==> src/rtl/sbce_pkg.sv <==
// sbce_pkg: shared types and constants of the 16-bit execute block
// opcode, status and request codes, controller states and the
// command/status structs between controller and datapath
package sbce_pkg;

    localparam int MEM_WORDS_DEF   = 4096;
    localparam int STACK_DEPTH_DEF = 16;

    localparam logic [15:0] SP_BASE = 16'h8200;

    typedef enum logic [1:0] {
        REQ_LOAD = 2'd0,
        REQ_EXEC = 2'd1,
        REQ_READ = 2'd2,
        REQ_NONE = 2'd3
    } req_t;

    typedef enum logic [2:0] {
        ST_OK        = 3'd0,
        ST_HALT      = 3'd1,
        ST_OVERFLOW  = 3'd2,
        ST_UNDERFLOW = 3'd3,
        ST_UNDEFINED = 3'd4,
        ST_STOPPED   = 3'd5
    } status_t;

    typedef enum logic [4:0] {
        OP_SYS  = 5'h00,
        OP_JMP  = 5'h01,
        OP_MOVR = 5'h02,
        OP_MOVI = 5'h03,
        OP_STRR = 5'h04,
        OP_STRI = 5'h05,
        OP_LDR  = 5'h06,
        OP_ADD  = 5'h08,
        OP_SUB  = 5'h0A,
        OP_MUL  = 5'h0C,
        OP_AND  = 5'h0E,
        OP_ORR  = 5'h10,
        OP_NOT  = 5'h12,
        OP_XOR  = 5'h14,
        OP_SHR  = 5'h16,
        OP_SHL  = 5'h18,
        OP_ROR  = 5'h1A,
        OP_ROL  = 5'h1C,
        OP_HALT = 5'h1F
    } opcode_t;

    // suffix of the system group, also the jump condition
    typedef enum logic [1:0] {
        SFX_NOP = 2'd0,
        SFX_PSH = 2'd1,
        SFX_POP = 2'd2,
        SFX_CMP = 2'd3
    } suffix_t;

    typedef enum logic [1:0] {
        JC_ALWAYS = 2'd0,
        JC_EQ     = 2'd1,
        JC_LT     = 2'd2,
        JC_GT     = 2'd3
    } jcond_t;

    typedef enum logic [0:0] {
        CFG_START = 1'b0,
        CFG_END   = 1'b1
    } cfg_index_t;

    typedef enum logic [2:0] {
        S_CLEAR,
        S_IDLE,
        S_READ,
        S_DECODE,
        S_EXEC,
        S_LOADW,
        S_MULFIN
    } state_t;

    typedef enum logic [1:0] {
        RD_INPUT,
        RD_PC,
        RD_OPERAND
    } rd_sel_t;

    typedef enum logic [1:0] {
        OUT_PLAIN,
        OUT_READ,
        OUT_STOPPED,
        OUT_EXEC
    } out_sel_t;

    typedef struct packed {
        logic     clear;
        logic     load_wr;
        logic     mem_rd;
        rd_sel_t  rd_sel;
        logic     decode;
        logic     prod_load;
        logic     commit;
        logic     out_load;
        out_sel_t out_sel;
    } ctrl_cmd_t;

    typedef struct packed {
        logic clr_last;
        logic stop_now;
        logic is_ldr;
        logic is_mul;
    } dp_status_t;

endpackage

==> src/rtl/sbce_ctrl.sv <==
// sbce_ctrl: sequencing state machine of the execute block
// drives datapath commands and the handshakes; depends on sbce_pkg
module sbce_ctrl (
    input  logic                   clk,
    input  logic                   rst_n,
    input  logic                   in_valid,
    output logic                   in_ready,
    input  logic [1:0]             req_type,
    output logic                   out_valid,
    input  logic                   out_ready,
    input  sbce_pkg::dp_status_t   dstat,
    output sbce_pkg::ctrl_cmd_t    cmd
);

    sbce_pkg::state_t state_reg;
    sbce_pkg::state_t state_next;
    logic             out_valid_reg;
    logic             out_valid_next;
    logic             out_free;

    assign out_free  = !out_valid_reg || out_ready;
    assign out_valid = out_valid_reg;
    assign in_ready  = (state_reg == sbce_pkg::S_IDLE) && out_free;

    always_ff @(posedge clk or negedge rst_n)
    begin
        if (!rst_n)
        begin
            state_reg     <= sbce_pkg::S_CLEAR;
            out_valid_reg <= 1'b0;
        end
        else
        begin
            state_reg     <= state_next;
            out_valid_reg <= out_valid_next;
        end
    end

    always_comb
    begin
        if (cmd.out_load)
            out_valid_next = 1'b1;
        else if (out_ready)
            out_valid_next = 1'b0;
        else
            out_valid_next = out_valid_reg;
    end

    // next state
    always_comb
    begin
        state_next = state_reg;
        unique case (state_reg)
            sbce_pkg::S_CLEAR:
            begin
                if (dstat.clr_last)
                    state_next = sbce_pkg::S_IDLE;
            end
            sbce_pkg::S_IDLE:
            begin
                if (in_valid && out_free)
                begin
                    unique case (sbce_pkg::req_t'(req_type))
                        sbce_pkg::REQ_READ: state_next = sbce_pkg::S_READ;
                        sbce_pkg::REQ_EXEC:
                        begin
                            if (!dstat.stop_now)
                                state_next = sbce_pkg::S_DECODE;
                        end
                        default: state_next = sbce_pkg::S_IDLE;
                    endcase
                end
            end
            sbce_pkg::S_READ:
            begin
                if (out_free)
                    state_next = sbce_pkg::S_IDLE;
            end
            sbce_pkg::S_DECODE: state_next = sbce_pkg::S_EXEC;
            sbce_pkg::S_EXEC:
            begin
                if (dstat.is_ldr)
                    state_next = sbce_pkg::S_LOADW;
                else if (dstat.is_mul)
                    state_next = sbce_pkg::S_MULFIN;
                else if (out_free)
                    state_next = sbce_pkg::S_IDLE;
            end
            sbce_pkg::S_LOADW, sbce_pkg::S_MULFIN:
            begin
                if (out_free)
                    state_next = sbce_pkg::S_IDLE;
            end
            default: state_next = sbce_pkg::S_IDLE;
        endcase
    end

    // commands
    always_comb
    begin
        cmd = '0;
        cmd.rd_sel  = sbce_pkg::RD_INPUT;
        cmd.out_sel = sbce_pkg::OUT_PLAIN;
        unique case (state_reg)
            sbce_pkg::S_CLEAR: cmd.clear = 1'b1;
            sbce_pkg::S_IDLE:
            begin
                if (in_valid && out_free)
                begin
                    unique case (sbce_pkg::req_t'(req_type))
                        sbce_pkg::REQ_LOAD:
                        begin
                            cmd.load_wr  = 1'b1;
                            cmd.out_load = 1'b1;
                        end
                        sbce_pkg::REQ_READ:
                        begin
                            cmd.mem_rd = 1'b1;
                            cmd.rd_sel = sbce_pkg::RD_INPUT;
                        end
                        sbce_pkg::REQ_EXEC:
                        begin
                            if (dstat.stop_now)
                            begin
                                cmd.out_load = 1'b1;
                                cmd.out_sel  = sbce_pkg::OUT_STOPPED;
                            end
                            else
                            begin
                                cmd.mem_rd = 1'b1;
                                cmd.rd_sel = sbce_pkg::RD_PC;
                            end
                        end
                        default: cmd.out_load = 1'b1;
                    endcase
                end
            end
            sbce_pkg::S_READ:
            begin
                if (out_free)
                begin
                    cmd.out_load = 1'b1;
                    cmd.out_sel  = sbce_pkg::OUT_READ;
                end
            end
            sbce_pkg::S_DECODE: cmd.decode = 1'b1;
            sbce_pkg::S_EXEC:
            begin
                if (dstat.is_ldr)
                begin
                    cmd.mem_rd = 1'b1;
                    cmd.rd_sel = sbce_pkg::RD_OPERAND;
                end
                else if (dstat.is_mul)
                    cmd.prod_load = 1'b1;
                else if (out_free)
                begin
                    cmd.commit   = 1'b1;
                    cmd.out_load = 1'b1;
                    cmd.out_sel  = sbce_pkg::OUT_EXEC;
                end
            end
            sbce_pkg::S_LOADW, sbce_pkg::S_MULFIN:
            begin
                if (out_free)
                begin
                    cmd.commit   = 1'b1;
                    cmd.out_load = 1'b1;
                    cmd.out_sel  = sbce_pkg::OUT_EXEC;
                end
            end
            default: cmd.out_load = 1'b0;
        endcase
    end

endmodule

==> config.mk <==
export PLATFORM = sky130hd
export DESIGN_NAME = sbce_ctrl
export DESIGN_NICKNAME = d
export VERILOG_FILES = /design/src/rtl/sbce_pkg.sv /design/src/rtl/sbce_ctrl.sv
export SDC_FILE = /design/constraint.sdc
export NUM_CORES = 1
export LEC_CHECK = 0
export BUFFER_PORTS_ARGS = -buffer_cell sky130_fd_sc_hd__buf_2
export CORE_AREA = 2 2 39 41
export CTS_BUF_LIST = sky130_fd_sc_hd__clkbuf_4 sky130_fd_sc_hd__clkbuf_8
export DETAILED_ROUTE_END_ITERATION = 7
export DIE_AREA = 0 0 41 43
export GPL_TIMING_DRIVEN = 0
export SETUP_SLACK_MARGIN = 0.4
export SLEW_MARGIN = 10
export SYNTH_ARGS = -nofsm -noshare
export SYNTH_HDL_FRONTEND = slang
export SYNTH_SLANG_ARGS = --single-unit
==> constraint.sdc <==
create_clock -name clk -period 2 [get_ports clk]
set_clock_uncertainty 0.15 [all_clocks]
set_input_delay 0.4 -clock clk [delete_from_list [all_inputs] [get_ports clk]]
set_output_delay 0.4 -clock clk [all_outputs]
set_load 0.005 [all_outputs]
### Yosys cells after proc, flatten, opt, wreduce, memory -nomap -nowiden

Cells that the tools add are included.

* register bits after elaboration: 4
* bits of input ports: 10
* output and inout port bits: 13
* logic and storage cells: 55

* equal/unequal tests: 11
* muxes and demuxes: 32
* reductions and logical operators: 10

Operator list (number)
* 2-to-1 mux 3 bit: 11
* one-hot mux 3 bit (2 select lines): 3
* one-hot mux 3 bit (5 select lines): 1
* 2-to-1 mux 4 bit: 3
* equality test 3 bit, second input constant: 3
* 2-to-1 mux 1 bit: 8
* one-hot mux 2 bit (4 select lines): 1
* equality test 3 x 2 -> 1 bit, second input constant: 2
* 2-to-1 mux 5 bit: 1
* one-hot mux 1 bit (2 select lines): 2
* one-hot mux 1 bit (4 select lines): 1
* equality test 3 x 1 -> 1 bit, second input constant: 1
* zero test 3 bit: 1
* inequality test 3 bit, second input constant: 1
* AND reduction 3 bit: 1
* OR reduction 3 bit: 1
* equality test 2 x 1 -> 1 bit, second input constant: 1
* equality test 2 bit, second input constant: 1
* logical AND 1 bit: 2
* zero test 2 bit: 1
* 2-to-1 mux 2 bit: 1
* inequality test 2 x 1 -> 1 bit, second input constant: 1
* inequality test 2 bit, second input constant: 1
* nonzero test 2 bit: 1
* 3 further kinds: 3

### Logic depth before layout (Yosys ltp)

Gate-level depths: netlist of run 1.

* depth after elaboration: 7
* depth in mapped cells: 7
* depth with buffers taken out: 6

### Least setup slack after synthesis of run 1

No wires, ideal clock.

* path type: input to output
* start: in req_type[1]
* end: out cmd[2] in the netlist's numbering
* arrival time: 1.281 ns
* data required time: 1.450 ns
* path slack: 0.169 ns
* stages: 7
* cells stage by stage: inv_1 > ha_1 > nand2b_1 > nand3_1 > a221oi_2 > and2_1 > buf_4

RTL lines
* start: declaration: line sbce_ctrl.sv:8 `input logic [1:0] req_type,`
* end: declaration: line sbce_ctrl.sv:12 `output sbce_pkg::ctrl_cmd_t cmd`

==> run_results.csv, run 1 <==
group,metric,value,unit
routing,route.vias.total,595,
clock_network,insertion_delay,0.24,ns
worst_hold_path,min_to,"state_reg[0]",
final_layout,final_cell_count_no_fill,112,
grt,grt_first_pass_wirelength,2.44,mm
sta,slew_headroom,83.3,%
die,start_util,34.5,%
sta,period_needed,2.02,ns
clock_network,cts.htree.levels,1,
routing,ant_nets,0,
critical_path,crit_required,1.45,ns
synth,yosysSeqAreaShare,20.9,%
sta,setup_slack,-0.0156,ns
place,placed_area,651,um2
synth,synth_seq_cells,4,
worst_hold_path,min_from,"dstat[3]",
final_layout,final_common_cell,"buf_2",
power,irDropWorstVdd,0.652,mV
sta,tightestPinTransition,0.248,ns
die,dieHeight,43,um
routing,routed_wl,1.39,mm
power,power_density,1220,mW/mm2
run,drv_cap,0,
grt,grt_antenna_before_repair,0,
outcome,outcome,"finished with violations",
die,rows,14,
clock_network,cts_sinks,4,
synth,syn_avg_cell_area,7.13,um2
final_layout,final_cell_mix,"buf_2, nor2_1, buf_4, nand2_1",
synth,syn-instance-count,67,
sta,slew_viol_final,0,
place,placedCellCount,105,
final_layout,largest_register_ffs,3,
sta,fmax,496,MHz
place,io_buffers,22,
worst_hold_path,hold_class,"in2reg",
synth,yosysUniqueCellTypes,28,
grt,grt_pass1_vias,593,
routing,routedWlPerCell,12.4,um
routing,drc,0,
routing,first_pass_iters,4,
critical_path,r2r_slack,0.63,ns
clock_network,clkTransAtPathRegs,0.04,ns
routing,viasPerCell,5.31,
die,dieArea,0.00176,mm2
clock_network,cts_tree,"yes",
routing,drt_iter0_markers,14,
critical_path,critical_path_class,"reg2out",
place,globalplace.congestion,0.801,
clock_network,cts_max_path_buffers,2,
die,ios,23,
critical_path,crit_path_start_kind,"flop",
final_layout,final_area,785,um2
critical_path,reg2reg_from,"state_reg[2]",
synth,syn_nets,80,
critical_path,reg2reg_depth,6,
clock_network,cts_buffers,3,
worst_hold_path,min_path_cells,3,
place,dp_hpwl,1.01,mm
sta,hold_viol,0,
outcome,violations,"negative setup slack",
sta,setup_viol,1,
critical_path,cp-end-kind,"primary output",
final_layout,nets,111,
grt,gr-total-overflow,0,
power,leakage,0.000371,uW
sta,min_period_over_period,101,%
final_layout,area_delta_synth_final,64.1,%
die,core,0.00138,mm2
grt,globalRouteTotalUtil,19.5,%
critical_path,timing.rr.end,"state_reg[1]",
clock_network,root_buffer,"clkbuf_4",
die,die_w,41,um
final_layout,drive_gt1_share,54.2,%
grt,grt_max_degree,11,
final_layout,antennaDiodeCount,0,
critical_path,critPathArrivalTime,1.47,ns
synth,synth_warnings,0,
synth,synth_area,478,um2
sta,rsz0062_at_grt,"true",
critical_path,critPathMaxFanout,10,
## synthesized netlist by cell type
master    number  area [um2]
buf_4          1        7.51
o31a_1         1        8.76
nand3b_1       1        7.51
nor2_1        10        37.5
and2_1         2        12.5
or2_1          1        6.26
nand4_1        2        12.5
dfrtp_1        4         100
inv_1          3        11.3
nor3_1         2        10.0
nand2b_2       1        8.76
nand3_1        1        5.00
nor2b_1        2        12.5
a221oi_2       1        15.0
nor4_1         1        6.26
o21ai_1        3        15.0
ha_1           3        37.5
a31oi_1        2        12.5
nand2b_1       4        25.0
o21ai_0        1        5.00
nand2_1        4        15.0
o21bai_1       3        22.5
inv_2          1        3.75
buf_2          4        20.0
a21oi_1        4        20.0
and3_1         3        18.8
a32oi_1        1        8.76
o31ai_2        1        12.5
## routing by layer
layer	vias up	wire [um]	track usage [%]
li1	293	-	-
met1	279	586	25.3
met2	21	714	30.6
met3	2	68	4.19
met4	0	17	6.00
met5	-	0	0
## area by class of cell
cell class,instances,area (um2)
Fill cell,133,599
Multi-Input combinational cell,54,410
Timing Repair Buffer,26,161
Sequential cell,4,101
Buffer,5,48.8
Clock buffer,3,22.5
Inverter,4,20.0
Tap cell,16,20.0
## logic make-up (layout without fill, tap and decap cells)
| family | after synthesis | count (layout) | synth area share (%) |
|---|---|---|---|
| flops | 4 | 4 | 20.9 |
| buf+inv | 9 | 38 | 8.90 |
| compound gates | 17 | 17 | 25.1 |
| fa+ha+maj | 3 | 3 | 7.85 |
| simple gates | 34 | 34 | 37.2 |
## repair_timing
action,in CTS,in global routing
gates resized for setup,18,4
setup buffers,2,1
hold buffers,1,0
setup endpoints to repair,12,12
pin swaps,8,1
hold endpoints to repair,4,0
## stage by stage
stage | hold WS, ns | power (uW) | util [%] | worst slack [ns] | TNS (ns)
2_1_floorplan | -0.0456 | 524 | - | 0.266 | 0
3_3_place_gp | 0.0602 | 691 | 47.0 | -0.0868 | -0.0868
3_5_place_dp | 0.0654 | 697 | 47.0 | -0.0810 | -0.0810
4_1_cts | 0.287 | 910 | 55.0 | -0.0101 | -0.0101
5_1_grt | 0.304 | 1050 | 56.7 | -0.0757 | -0.182
6_report | 0.284 | 960 | 56.7 | -0.0156 | -0.0156
## critical path: stages, from the launching register on
cell and delay (ns):
dfrtp_2 0.44, buf_4 0.19, a221oi_2 0.26, and2_1 0.16, buf_4 0.10, buf_6 0.08
## how the worst max path moves through the flow
stage / from / to / slack, ns / cells past startpoint
after floorplan: req_type[1] / cmd[2] / 0.27 / 7
after global placement: req_type[1] / cmd[2] / -0.09 / 9
after detailed placement: req_type[1] / cmd[2] / -0.08 / 9
after CTS: req_type[1] / cmd[2] / -0.01 / 9
after global routing: state_reg[2] / cmd[2] / -0.08 / 6
final: state_reg[1] / cmd[2] / -0.02 / 5
## power by group
part           leakage, uW  internal [uW]  total (uW)  switching [uW]
combinational     0.000310            357         702             344
clock            0.0000138           67.5         106            38.1
sequential       0.0000477            119         153            33.7
(Power assumes the default switching activity.)
==> run 2, diff against run 1 <==
Settings changed: ABC_AREA set to 1, PLACE_DENSITY set to 0.65.
==> run 2 against run 1 <==
- the run still ends with negative setup slack left
- maximum frequency fell by 2.8%
- clock power about the same
- global-route usage shrank 0.47 points
- total power is 82% higher
- non-clock buffer count is 22 higher
- hold slack improved by 0.069 ns
- critical path depth is 4 higher
- count of clock-buffer cells in the layout unchanged
- routed wire length rose by 42%
- largest cell class unchanged
- highest routed layer unchanged
==> run_results.csv, run 2 <==
group,metric,value,unit
outcome,violations,"negative setup slack",
outcome,outcome,"finished with violations",
synth,synth_flop_cell,"dfrtp_1",
synth,synth_seq_cells,4,
final_layout,final_cell_mix,"buf_2, buf_6, nand2_1, buf_4, inv_1",
routing,routed_wl,1.97,mm
routing,first_pass_iters,4,
die,dieArea,0.00176,mm2
sta,tightestPinTransition,0.473,ns
sta,worst_hold_slack,0.352,ns
clock_network,root_buffer,"clkbuf_4",
die,ios,23,
routing,route.vias.total,753,
critical_path,crit_required,1.45,ns
run,drv_cap,0,
grt,use_met3,3.14,%
critical_path,crit_path_start_kind,"flop",
final_layout,antennaDiodeCount,0,
synth,synth.top_cell.area_share,20.6,%
synth,synth-simple-area-share,46.0,%
clock_network,cts.htree.levels,1,
final_layout,drive_gt1_share,65.7,%
grt,gr-total-overflow,0,
routing,routedWlPerCell,12.6,um
die,die_w,41,um
synth,synth_compound_area_share,8.48,%
critical_path,cp-end-kind,"primary output",
critical_path,crit_chain,"inv_2 > nor2_4 > nand2_4 > inv_4 > nand2_2 > or2_4 > nand2_2 > buf_6 > buf_6",
routing,ant_nets,0,
critical_path,path_delay_family,"simple AND/OR/NAND/NOR gates",
grt,grt_max_degree,7,
critical_path,path_buf_inv,4,
sta,slew_headroom,68.2,%
synth,synth.cells.most_frequent,"nand2_1, inv_1, nor2_1",
synth,synth_edf_count,0,
routing,drc,0,
sta,setup_slack,-0.0747,ns
place,placedCellCount,124,
critical_path,critical_path_class,"reg2out",
grt,grt_first_pass_wirelength,2.32,mm
place,io_buffers,22,
place,dp_hpwl,939,um
synth,synth_area,487,um2
synth,synthTopCellsByArea,"dfrtp_1, nand2_1, inv_1, nor2_1, ha_1",
clock_network,clkTransAtPathRegs,0.04,ns
grt,grt_antenna_before_repair,0,
power,power_density,1660,mW/mm2
power,irDropWorstVdd,0.943,mV
synth,synth.most_common_cell,"nand2_1",
sta,rsz0062_at_grt,"true",
clock_network,insertion_delay,0.24,ns
synth,synthAdderAreaFrac,7.71,%
final_layout,final_util,76.2,%
sta,fmax,482,MHz
final_layout,n_fill_cell,106,
worst_hold_path,hold_class,"in2async",
die,start_util,35.2,%
power,leakage,0.000596,uW
final_layout,final_cell_count_no_fill,156,
sta,period_needed,2.07,ns
final_layout,final_common_cell,"buf_2",
die,dieHeight,43,um
critical_path,r2r_slack,-0.06,ns
synth,yosysSeqAreaShare,20.6,%
critical_path,slowest_delay,0.40,ns
clock_network,cts_buffers,3,
place,globalplace.congestion,0.778,
sta,tns,-0.173,ns
sta,slew_viol_final,0,
clock_network,cts_tree,"yes",
synth,syn-instance-count,86,
critical_path,crit_path_top_delay_cell,"dfrtp_1",
sta,min_period_over_period,104,%
synth,synth_area_leader_cell,"dfrtp_1",
synth,synthArstFlopShare,100,%
sta,setup_viol,3,
sta,hold_viol,0,
final_layout,largest_register_ffs,3,
synth,synthMuxAreaShare,0,%
final_layout,area_delta_synth_final,117,%
synth,synth_warnings,0,
critical_path,critPathArrivalTime,1.52,ns
die,rows,14,
critical_path,critPathMaxFanout,3,
synth,syn_avg_cell_area,5.66,um2
routing,viasPerCell,4.83,
grt,grt_pass1_vias,622,
synth,synth_xor_area_share,0,%
routing,drt_iter0_markers,11,
die,core,0.00138,mm2
final_layout,nets,155,
grt,globalRouteTotalUtil,19.0,%
synth,synth_top_family_by_area,"simple AND/OR/NAND/NOR gates",
clock_network,cts_sinks,4,
grt,grt_use_met2,35.0,%
grt,grt_util_met1,20.0,%
synth,syn_nets,99,
clock_network,cts_max_path_buffers,2,
synth,yosysUniqueCellTypes,19,
grt,top_usage_layer,"met2",
==> run 2: cell count changes in the layout (fill, tap and decap cells not counted), moves of 3 or more <==
cell | before | now
buf_4 | 7 | 14
nor2_1 | 8 | 5
nand2_2 | 0 | 9
nor2_4 | 1 | 8
nor2_2 | 1 | 4
inv_1 | 1 | 11
nand2_1 | 4 | 17
buf_6 | 2 | 18
inv_2 | 2 | 6
o21ai_2 | 0 | 3
o21ai_1 | 3 | 0
nand3_1 | 0 | 4
==> run 2: power by group <==
group	internal, uW	leakage (uW)	switching, uW
Clock	67.3	0.0000138	35.2
Combinational	814	0.000533	683
Sequential	120	0.0000496	28.5
==> run 2: through the flow <==
step | worst slack, ns | power [uW] | area (um2)
floorplan | 0.328 | 578 | 495
global route | -0.139 | 1850 | 1050
finish | -0.0747 | 1750 | 1050
CTS | -0.0190 | 1300 | 865
detailed placement | 0.0205 | 747 | 626
global placement | 0.0352 | 738 | 626
==> run 2: what timing repair did <==
action | in CTS | in global routing
hold buffers | 1 | 0
endpoints found under the hold margin | 4 | 0
resized for setup | 16 | 42
setup endpoints to repair | 12 | 15
pin swaps | 14 | 15
buffers inserted | 21 | 7
==> run 2: worst paths after layout <==
path	to	depth (start not counted)	startpoint
max	cmd[2]	9	state_reg[0]
min	state_reg[2]	2	rst_n
max reg2reg	state_reg[1]	15	state_reg[0]
min reg2reg	state_reg[2]	4	state_reg[1]
max in group asynchronous	state_reg[0]	2	rst_n
min in group clk	state_reg[0]	5	dstat[2]
==> run 2: area by class of cell <==
class | count | area [um2] | share of cell area [%]
timing repair buffer | 51 | 395 | 37.5
sequential | 4 | 100 | 9.49
clock buffer | 3 | 22.5 | 2.14
multi-input combinational | 62 | 424 | 40.2
buffer | 2 | 22.5 | 2.14
tap | 16 | 20.0 | 1.90
inverter | 18 | 70.1 | 6.64
==> run 2: layer usage <==
metal  part of all wire [%]  routed length [um]
met2                     60                1190
met5                      0                   0
met3                    4.3                  84
met1                     34                 669
met4                    1.3                  25
==> run 2: cells by family (layout without fill, tap and decap cells) <==
kind of cell,Yosys count,count (layout)
AND/OR/NAND/NOR,52,52
AO/OA/AOI/OAI,7,7
flip-flops,4,4
buffers and inverters,20,74
adder cells (fa/ha/maj),3,3
